`src/sv/sfs_pkg.sv`:
```
// Shared types and constants for the stop-and-wait frame sender.
package sfs_pkg;

    // Default frame length in data bytes
    localparam int SFS_FRAME_BYTES = 8;

    // Configuration port geometry
    localparam int SFS_ADDR_W = 3;
    localparam int SFS_DATA_W = 32;

    // Register indexes, taken from paddr[2]
    localparam logic REG_TIMEOUT_TICKS = 1'b0;
    localparam logic REG_RETRY_LIMIT   = 1'b1;

    // Reset values of the configuration registers
    localparam logic [15:0] TIMEOUT_RESET     = 16'd1;
    localparam logic [3:0]  RETRY_LIMIT_RESET = 4'd5;

    // Saturation limit of the retry counter
    localparam logic [3:0] RETRY_MAX = 4'd15;

    // Input item opcodes
    typedef enum logic [1:0] {
        OP_BYTE  = 2'd0,
        OP_ACK   = 2'd1,
        OP_TICK  = 2'd2,
        OP_SPARE = 2'd3
    } sfs_op_t;

    // Result status codes
    typedef enum logic [1:0] {
        STS_SENT     = 2'd0,
        STS_REFUSED  = 2'd1,
        STS_ACKED    = 2'd2,
        STS_GAVE_UP  = 2'd3
    } sfs_sts_t;

    // Input item
    typedef struct packed {
        logic [1:0] opcode;
        logic [7:0] data_byte;
        logic       last_byte;
    } item_t;

    // Result item
    typedef struct packed {
        logic [7:0] out_byte;
        logic       last_of_frame;
        logic [1:0] status;
        logic [3:0] attempt;
    } result_t;

    // Commands from controller to datapath
    typedef struct packed {
        logic store_byte;   // write payload byte into frame store
        logic new_frame;    // fresh frame: retry count clears
        logic start_frame;  // begin a (re)transmission
        logic retx;         // timeout with retries left
        logic tick_dec;     // count the wait timer down
        logic ack;          // frame acknowledged
        logic give_up;      // out of retries
        logic refuse;       // byte refused while waiting
        logic send_step;    // load next frame byte into result register
    } sfs_cmd_t;

    // Status from datapath to controller
    typedef struct packed {
        logic phase;        // 1 while waiting for an ack
        logic full_next;    // next stored byte fills the frame
        logic expire;       // next tick ends the wait
        logic give_up_next; // next timeout exhausts retries
        logic send_last;    // send index is on the checksum byte
    } sfs_stat_t;

endpackage

```
`src/sv/stop_and_wait_frame_sender_core.sv`:
```
// Top level of the stop-and-wait frame sender: configuration registers and module wiring.
//
//   channel   handshake                    payload
//   item      item_valid / item_stall      item   (opcode, data_byte, last_byte)
//   result    result_valid / result_stall  result (out_byte, last_of_frame, status, attempt)
//   config    psel / penable / pready      paddr, pwdata, prdata
//
// Refused bytes, acks and give-up ticks yield one result each, offered in the next cycle.
// A frame goes out as FRAME_BYTES+1 transfers, one per cycle unless the result is stalled, through the result register;
// the frame store is read at the send index, and no item is taken until the checksum is loaded.
// Reset clears the fill count, checksum, timer, retry count and phase; the store needs none.
// A stalled result register holds and also stalls the item channel.
module stop_and_wait_frame_sender_core #(
    parameter int FRAME_BYTES = sfs_pkg::SFS_FRAME_BYTES
)
(
    input  logic                          clk,
    input  logic                          rst_n,
    input  logic                          item_valid,
    output logic                          item_stall,
    input  sfs_pkg::item_t                item,
    output logic                          result_valid,
    input  logic                          result_stall,
    output sfs_pkg::result_t              result,
    input  logic                          psel,
    input  logic                          penable,
    input  logic                          pwrite,
    input  logic [sfs_pkg::SFS_ADDR_W-1:0] paddr,
    input  logic [sfs_pkg::SFS_DATA_W-1:0] pwdata,
    output logic [sfs_pkg::SFS_DATA_W-1:0] prdata,
    output logic                          pready
);
    import sfs_pkg::*;

    logic [15:0] timeout_reg;
    logic [3:0]  retry_limit_reg;
    logic        cfg_write;
    sfs_cmd_t    cmd;
    sfs_stat_t   stat;

    // Configuration registers
    assign pready    = 1'b1;
    assign cfg_write = psel && penable && pwrite && pready;

    always_ff @(posedge clk or negedge rst_n)
    begin
        if (!rst_n)
        begin
            timeout_reg     <= TIMEOUT_RESET;
            retry_limit_reg <= RETRY_LIMIT_RESET;
        end
        else if (cfg_write)
        begin
            if (paddr[2] == REG_TIMEOUT_TICKS)
            begin
                timeout_reg <= pwdata[15:0];
            end
            else
            begin
                retry_limit_reg <= pwdata[3:0];
            end
        end
    end

    assign prdata = (paddr[2] == REG_RETRY_LIMIT) ?
                    {{(SFS_DATA_W - 4){1'b0}}, retry_limit_reg} :
                    {{(SFS_DATA_W - 16){1'b0}}, timeout_reg};

    // Controller
    sfs_ctrl u_ctrl (
        .clk          (clk),
        .rst_n        (rst_n),
        .item_valid   (item_valid),
        .opcode       (item.opcode),
        .last_byte    (item.last_byte),
        .result_stall (result_stall),
        .stat         (stat),
        .item_stall   (item_stall),
        .result_valid (result_valid),
        .cmd          (cmd)
    );

    // Datapath
    sfs_datapath #(
        .FRAME_BYTES (FRAME_BYTES)
    ) u_datapath (
        .clk           (clk),
        .rst_n         (rst_n),
        .cmd           (cmd),
        .data_byte     (item.data_byte),
        .timeout_ticks (timeout_reg),
        .retry_limit   (retry_limit_reg),
        .stat          (stat),
        .result        (result)
    );

endmodule

```
`src/sv/sfs_ctrl.sv`:
```
// Controller state machine: handshakes, command decode and frame send sequencing.
module sfs_ctrl
(
    input  logic              clk,
    input  logic              rst_n,
    input  logic              item_valid,
    input  logic [1:0]        opcode,
    input  logic              last_byte,
    input  logic              result_stall,
    input  sfs_pkg::sfs_stat_t stat,
    output logic              item_stall,
    output logic              result_valid,
    output sfs_pkg::sfs_cmd_t  cmd
);
    import sfs_pkg::*;

    typedef enum logic {
        S_READY,
        S_SEND
    } state_t;

    state_t state_reg;
    state_t state_next;
    logic   valid_reg;
    logic   valid_next;
    logic   out_free;
    logic   accept;
    logic   is_byte;
    logic   is_ack;
    logic   is_tick;
    logic   load;

    // Result register can take a new transfer this cycle
    assign out_free   = !valid_reg || !result_stall;
    assign item_stall = !((state_reg == S_READY) && out_free);
    assign accept     = item_valid && !item_stall;

    assign is_byte = (opcode == OP_BYTE);
    assign is_ack  = (opcode == OP_ACK);
    assign is_tick = (opcode == OP_TICK);

    // Command decode
    always_comb
    begin
        cmd             = '0;
        cmd.store_byte  = accept && is_byte && !stat.phase;
        cmd.new_frame   = cmd.store_byte && (stat.full_next || last_byte);
        cmd.refuse      = accept && is_byte && stat.phase;
        cmd.ack         = accept && is_ack && stat.phase;
        cmd.tick_dec    = accept && is_tick && stat.phase && !stat.expire;
        cmd.give_up     = accept && is_tick && stat.phase && stat.expire
                          && stat.give_up_next;
        cmd.retx        = accept && is_tick && stat.phase && stat.expire
                          && !stat.give_up_next;
        cmd.start_frame = cmd.new_frame || cmd.retx;
        cmd.send_step   = (state_reg == S_SEND) && out_free;
    end

    assign load = cmd.refuse || cmd.ack || cmd.give_up || cmd.send_step;

    // Next state and result valid
    always_comb
    begin
        state_next = state_reg;
        unique case (state_reg)
            S_READY:
            begin
                if (cmd.start_frame)
                begin
                    state_next = S_SEND;
                end
            end
            S_SEND:
            begin
                if (cmd.send_step && stat.send_last)
                begin
                    state_next = S_READY;
                end
            end
            default:
            begin
                state_next = S_READY;
            end
        endcase

        if (load)
        begin
            valid_next = 1'b1;
        end
        else if (!result_stall)
        begin
            valid_next = 1'b0;
        end
        else
        begin
            valid_next = valid_reg;
        end
    end

    // State and registered outputs
    always_ff @(posedge clk or negedge rst_n)
    begin
        if (!rst_n)
        begin
            state_reg <= S_READY;
            valid_reg <= 1'b0;
        end
        else
        begin
            state_reg <= state_next;
            valid_reg <= valid_next;
        end
    end

    assign result_valid = valid_reg;

    // No item is taken while a frame goes out
    a_no_accept_in_send: assert property (@(posedge clk) disable iff (!rst_n)
        (state_reg == S_SEND) |-> item_stall)
        else $error("item accepted during frame send");

    // A frame start leads into the send sequence
    a_start_sends: assert property (@(posedge clk) disable iff (!rst_n)
        cmd.start_frame |=> (state_reg == S_SEND))
        else $error("frame start did not enter send");

    // At most one single-result or timer action per item
    a_one_action: assert property (@(posedge clk) disable iff (!rst_n)
        $onehot0({cmd.refuse, cmd.ack, cmd.give_up, cmd.retx, cmd.tick_dec,
                  cmd.store_byte}))
        else $error("conflicting commands");

    // The checksum transfer closes the send sequence
    a_send_ends: assert property (@(posedge clk) disable iff (!rst_n)
        (cmd.send_step && stat.send_last) |=> (state_reg == S_READY))
        else $error("send did not end after checksum");

    // A loaded result is offered in the next cycle
    a_load_valid: assert property (@(posedge clk) disable iff (!rst_n)
        load |=> result_valid)
        else $error("loaded result not valid");

endmodule

```
`src/sv/sfs_datapath.sv`:
```
// Datapath: frame store, checksum, fill count, wait timer, retry count and result register.
module sfs_datapath #(
    parameter int FRAME_BYTES = sfs_pkg::SFS_FRAME_BYTES
)
(
    input  logic              clk,
    input  logic              rst_n,
    input  sfs_pkg::sfs_cmd_t  cmd,
    input  logic [7:0]        data_byte,
    input  logic [15:0]       timeout_ticks,
    input  logic [3:0]        retry_limit,
    output sfs_pkg::sfs_stat_t stat,
    output sfs_pkg::result_t   result
);
    import sfs_pkg::*;

    localparam int CNT_W = $clog2(FRAME_BYTES + 1);
    localparam int IDX_W = (FRAME_BYTES > 1) ? $clog2(FRAME_BYTES) : 1;

    logic [7:0]       store [FRAME_BYTES];
    logic [CNT_W-1:0] fill_reg;
    logic [CNT_W-1:0] fill_next;
    logic [7:0]       sum_reg;
    logic [7:0]       sum_next;
    logic             phase_reg;
    logic             phase_next;
    logic [15:0]      timer_reg;
    logic [15:0]      timer_next;
    logic [3:0]       retry_reg;
    logic [3:0]       retry_next;
    logic [CNT_W-1:0] idx_reg;
    logic [CNT_W-1:0] idx_next;
    logic [3:0]       retry_inc;
    result_t          result_reg;

    // Saturating retry increment and status to the controller
    assign retry_inc = (retry_reg == RETRY_MAX) ? RETRY_MAX : retry_reg + 4'd1;

    assign stat.phase        = phase_reg;
    assign stat.full_next    = (fill_reg == CNT_W'(FRAME_BYTES - 1));
    assign stat.expire       = (timer_reg <= 16'd1);
    assign stat.give_up_next = (retry_inc >= retry_limit);
    assign stat.send_last    = (idx_reg == CNT_W'(FRAME_BYTES));

    // Next values of the frame and wait state
    always_comb
    begin
        fill_next  = fill_reg;
        sum_next   = sum_reg;
        phase_next = phase_reg;
        timer_next = timer_reg;
        retry_next = retry_reg;
        idx_next   = idx_reg;

        if (cmd.store_byte)
        begin
            fill_next = fill_reg + CNT_W'(1);
            sum_next  = sum_reg + data_byte;
        end
        if (cmd.new_frame)
        begin
            retry_next = 4'd0;
        end
        if (cmd.retx)
        begin
            retry_next = retry_inc;
        end
        if (cmd.start_frame)
        begin
            phase_next = 1'b1;
            timer_next = timeout_ticks;
            idx_next   = '0;
        end
        if (cmd.tick_dec)
        begin
            timer_next = timer_reg - 16'd1;
        end
        if (cmd.ack || cmd.give_up)
        begin
            phase_next = 1'b0;
            fill_next  = '0;
            sum_next   = 8'd0;
            retry_next = 4'd0;
            timer_next = 16'd0;
        end
        if (cmd.send_step && !stat.send_last)
        begin
            idx_next = idx_reg + CNT_W'(1);
        end
    end

    always_ff @(posedge clk or negedge rst_n)
    begin
        if (!rst_n)
        begin
            fill_reg  <= '0;
            sum_reg   <= 8'd0;
            phase_reg <= 1'b0;
            timer_reg <= 16'd0;
            retry_reg <= 4'd0;
            idx_reg   <= '0;
        end
        else
        begin
            fill_reg  <= fill_next;
            sum_reg   <= sum_next;
            phase_reg <= phase_next;
            timer_reg <= timer_next;
            retry_reg <= retry_next;
            idx_reg   <= idx_next;
        end
    end

    // Frame store write
    always_ff @(posedge clk)
    begin
        if (cmd.store_byte)
        begin
            store[fill_reg[IDX_W-1:0]] <= data_byte;
        end
    end

    // Result register; bytes past the fill count are zero padding
    always_ff @(posedge clk)
    begin
        priority if (cmd.send_step)
        begin
            result_reg.status  <= STS_SENT;
            result_reg.attempt <= retry_reg;
            if (stat.send_last)
            begin
                result_reg.out_byte      <= sum_reg;
                result_reg.last_of_frame <= 1'b1;
            end
            else
            begin
                result_reg.out_byte      <= (idx_reg < fill_reg) ?
                                            store[idx_reg[IDX_W-1:0]] : 8'd0;
                result_reg.last_of_frame <= 1'b0;
            end
        end
        else if (cmd.refuse)
        begin
            result_reg <= '{8'd0, 1'b0, STS_REFUSED, retry_reg};
        end
        else if (cmd.ack)
        begin
            result_reg <= '{8'd0, 1'b0, STS_ACKED, retry_reg};
        end
        else if (cmd.give_up)
        begin
            result_reg <= '{8'd0, 1'b0, STS_GAVE_UP, retry_inc};
        end
        else
        begin
            result_reg <= result_reg;
        end
    end

    assign result = result_reg;

endmodule
```
`config.mk`:
```
export PLATFORM = sky130hd
export DESIGN_NAME = stop_and_wait_frame_sender_core
export DESIGN_NICKNAME = d
export VERILOG_FILES = /design/src/sv/sfs_pkg.sv /design/src/sv/stop_and_wait_frame_sender_core.sv /design/src/sv/sfs_ctrl.sv /design/src/sv/sfs_datapath.sv
export SDC_FILE = /design/constraint.sdc
export NUM_CORES = 1
export LEC_CHECK = 0
export CORE_ASPECT_RATIO = 1.1
export CORE_MARGIN = 3
export CORE_UTILIZATION = 25
export CTS_CLUSTER_SIZE = 24
export DETAILED_ROUTE_END_ITERATION = 16
export DONT_BUFFER_PORTS = 1
export PLACE_DENSITY = 0.36
export SLEW_MARGIN = 20
export SYNTH_ARGS = -nofsm -noshare
export SYNTH_HDL_FRONTEND = slang
export SYNTH_SLANG_ARGS = --single-unit
```
`constraint.sdc`:
```
create_clock -name clk -period 3.1 [get_ports clk]
set_clock_uncertainty 0.15 [all_clocks]
set_input_delay 0.155 -clock clk [delete_from_list [all_inputs] [get_ports clk]]
set_output_delay 0.155 -clock clk [all_outputs]
set_load 0.01 [all_outputs]
```
==> results.sh <==
export IMPL_ir_worst_vdd_v=0.000326
export IMPL_antennaDiodeCount=0
export IMPL_path_clk_slew_ns=0.07
export IMPL_relSlewSlack=0.480
export IMPL_critical_path_cell_chain="ha_1, nor2_1, mux2i_1, ha_1, a21oi_1, o21ai_2, o31ai_4, buf_12, nor2_1, a211oi_1"
export IMPL_core_um2=26200
export IMPL_synth_top_cell_area_share=0.347
export IMPL_clock_latency_ns=0.42
export IMPL_yosysUniqueCellTypes=67
export IMPL_postSynthCellCount=524
export IMPL_io_buffers=0
export IMPL_cp_arrival_ns=3.04
export IMPL_antenna_found_initial=0
export IMPL_met3_length_um=474
export IMPL_setup_slack_ns=0.229
export IMPL_final_nets=656
export IMPL_tightest_slew_ns=0.773
export IMPL_maxCapViolations=0
export IMPL_crit_type="reg -> reg"
export IMPL_syn_area_per_cell_um2=12.7
export IMPL_die_area_um2=28700
export IMPL_ys_ff_latch=138
export IMPL_async_flop_share=0.428
export IMPL_yosysSeqAreaShare=0.574
export IMPL_grt_usage=0.120
export IMPL_fillCellCount=2716
export IMPL_drt_total_wl_um=16900
export IMPL_grt_pass1_vias=4519
export IMPL_cp_slowest_cell="o31ai_4"
export IMPL_path_buf_inv=1
export IMPL_regArea_um2=3830
export IMPL_detail_route_first_pass_iterations=4
export IMPL_areaGrowthSynthToFinish_pct=21.1
export IMPL_largest_register_ffs=64
export IMPL_top_layer="met4"
export IMPL_start_util=0.254
export IMPL_p_seq_frac=0.414
export IMPL_finalWeightedCongestion=0.756
export IMPL_hold_slack_ns=0.0271
export IMPL_synthTopCellsByArea="edfxtp_1, dfrtp_1, mux4_2"
export IMPL_start_kind="flip-flop"
export IMPL_met1_length_um=7450
export IMPL_avgRoutedWirePerCell_um=17.8
export IMPL_path_delay_family="compound AO/OA/AOI/OAI gates"
export IMPL_clock_path_buffers=2
export IMPL_place_hpwl_um=11500
export IMPL_drive_gt1_frac=0.192
export IMPL_grt_max_degree=60
export IMPL_hold_viol=0
export IMPL_worst_path_max_fanout=8
export IMPL_yosys_area_top_type="edfxtp_1"
export IMPL_p_int_mw=4.32
export IMPL_status="finished, final reports clean"
export IMPL_p_per_area_nw_per_um2=827
export IMPL_drcViolationCount=0
export IMPL_cts_inserted_buffers=17
export IMPL_routed_via_density=4.62
export IMPL_min_period_over_period=0.926
export IMPL_synth_edf_count=77
export IMPL_grt_overflow=0
export IMPL_end_kind="flip-flop"
export IMPL_io_pins=103
export IMPL_rsz0062_at_grt="false"
export IMPL_cts_setup_buffers=0
export IMPL_die_h_um=177
export IMPL_clkPwrFrac=0.289
export IMPL_clkSinkCount=138
export IMPL_antenna_left=0
export IMPL_grt_pass1_wl_um=26000
export IMPL_setup_viol=0
export IMPL_swShare=0.354
export IMPL_p_comb_frac=0.296
export IMPL_p_total_mw=6.68
export IMPL_cellLeakagePower_nw=3.06
export IMPL_root_buffer="clkbuf_16"
export IMPL_yosys_warnings=0
export IMPL_die_w_um=162
export IMPL_multi_input_area_um2=2620
export IMPL_worstPathRequired_ns=3.27
export IMPL_synthesis_area_um2=6670
export IMPL_h_tree_depth=4
export IMPL_fmaxAchievable_mhz=348
export IMPL_cpPeakStageDelay_ns=0.52
export IMPL_hold_path_class="in -> reg"
export IMPL_synth_ff_type="edfxtp_1"
export IMPL_cts_tree="done"
export IMPL_drv_slew=0
export IMPL_rows=62
export IMPL_vias=4374
export IMPL_drt_iter0_drc=179
export IMPL_period_minus_slack_ns=2.87
export IMPL_dp_slack_ns=-0.194
export IMPL_met2_length_um=8710
export IMPL_switchingPower_mw=2.36
## worst paths after layout
kind | slack [ns] | cells after the start | startpoint | to
max | 0.23 | 10 | u_datapath.retry_reg[1] | u_datapath.timer_reg[7]
min | 0.03 | 2 | paddr[2] | retry_limit_reg[3]
max reg2reg | 0.23 | 10 | u_datapath.retry_reg[1] | u_datapath.timer_reg[7]
min reg2reg | 0.36 | 1 | timeout_reg[3] | timeout_reg[3]
max in group asynchronous | 2.38 | 2 | rst_n | u_datapath.sum_reg[2]
min in group asynchronous | 0.09 | 2 | rst_n | u_datapath.timer_reg[5]
## power by group through the flow
stage               logic, mW  clock network [mW]  registers [mW]
finish                   1.98                1.93            2.77
global route             2.22                2.09            2.83
CTS                      2.02                2.00            2.78
detailed placement       1.92                   0            2.81
global placement         1.91                   0            2.80
floorplan                1.52                   0            2.65
## final cells by class
class | count | share of cell area
Sequential cell | 138 | 0.474
Multi-Input combinational cell | 347 | 0.325
Clock inverter | 15 | 0.0163
Clock buffer | 17 | 0.0527
Tap cell | 352 | 0.0545
Timing Repair Buffer | 58 | 0.0682
Inverter | 20 | 0.00929
## repair_timing
item	in CTS	in global routing
endpoints found under the setup margin	23	20
resized for setup	2	1
hold buffers	34	0
endpoints found under the hold margin	152	0
## cell families (layout without fill, tap and decap cells)
group	count (synthesis)	count (layout)	synth area share
AND/OR/NAND/NOR	159	159	0.128
flip-flops	138	138	0.574
AO/OA/AOI/OAI	90	90	0.0904
buffers and inverters	54	110	0.0416
multiplexers	52	52	0.113
adder cells (fa/ha/maj)	21	21	0.0405
XOR/XNOR	8	8	0.0105
other	2	17	0.00113
## metal layers
layer / GRT usage / vias to the layer above
met3: 0.0238 / 17
met5: 0 / -
met1: 0.149 / 2203
li1: - / 2066
met2: 0.212 / 88
met4: 0.0370 / 0
## cell usage in the layout, fill, tap and decap left out, drive strengths merged, types with 3 or more instances in the layout
cell type     n
a32o          4
o211ai        4
nand4         3
o21ai        18
mux2i        10
mux4         16
clkinvlp      3
or4           3
o21a          3
a2bb2oi       3
or3           5
conb         17
o41ai         4
nor3         11
and3          4
ha           20
nor2b        13
clkbuf       17
nor2         32
dfrtp        56
a21oi        27
xnor2         7
inv          30
dlygate4sd3  33
nand2        46
nand3        15
mux2         26
dfstp         3
a211oi        5
a31oi         6
nand4b        3
edfxtp       77
buf          25
nand2b        3
nor4         10
## through the flow
stage	utilization	cells	cell area, µm²	setup TNS (ns)
2_1_floorplan	-	539	6730	0
3_3_place_gp	0.273	881	7160	-0.0964
3_5_place_dp	0.273	881	7160	-1.29
4_1_cts	0.308	947	8070	0
5_1_grt	0.308	947	8080	0
6_report	0.308	947	8080	0
## Yosys cell counts (all sizes together) (4+ instances only)
library cell / n
o211ai: 4
a211oi: 5
and3: 4
mux4: 16
xnor2: 7
buf: 22
mux2: 26
ha: 20
a32o: 4
edfxtp: 77
nor3: 11
dfrtp: 56
o41ai: 4
or3: 5
a21oi: 27
nand2: 46
clkbuf: 12
o21ai: 18
inv: 20
nor2b: 13
mux2i: 10
nor4: 10
a31oi: 6
nor2: 32
nand3: 15
Note: power is estimated with default switching activity, not from simulation.
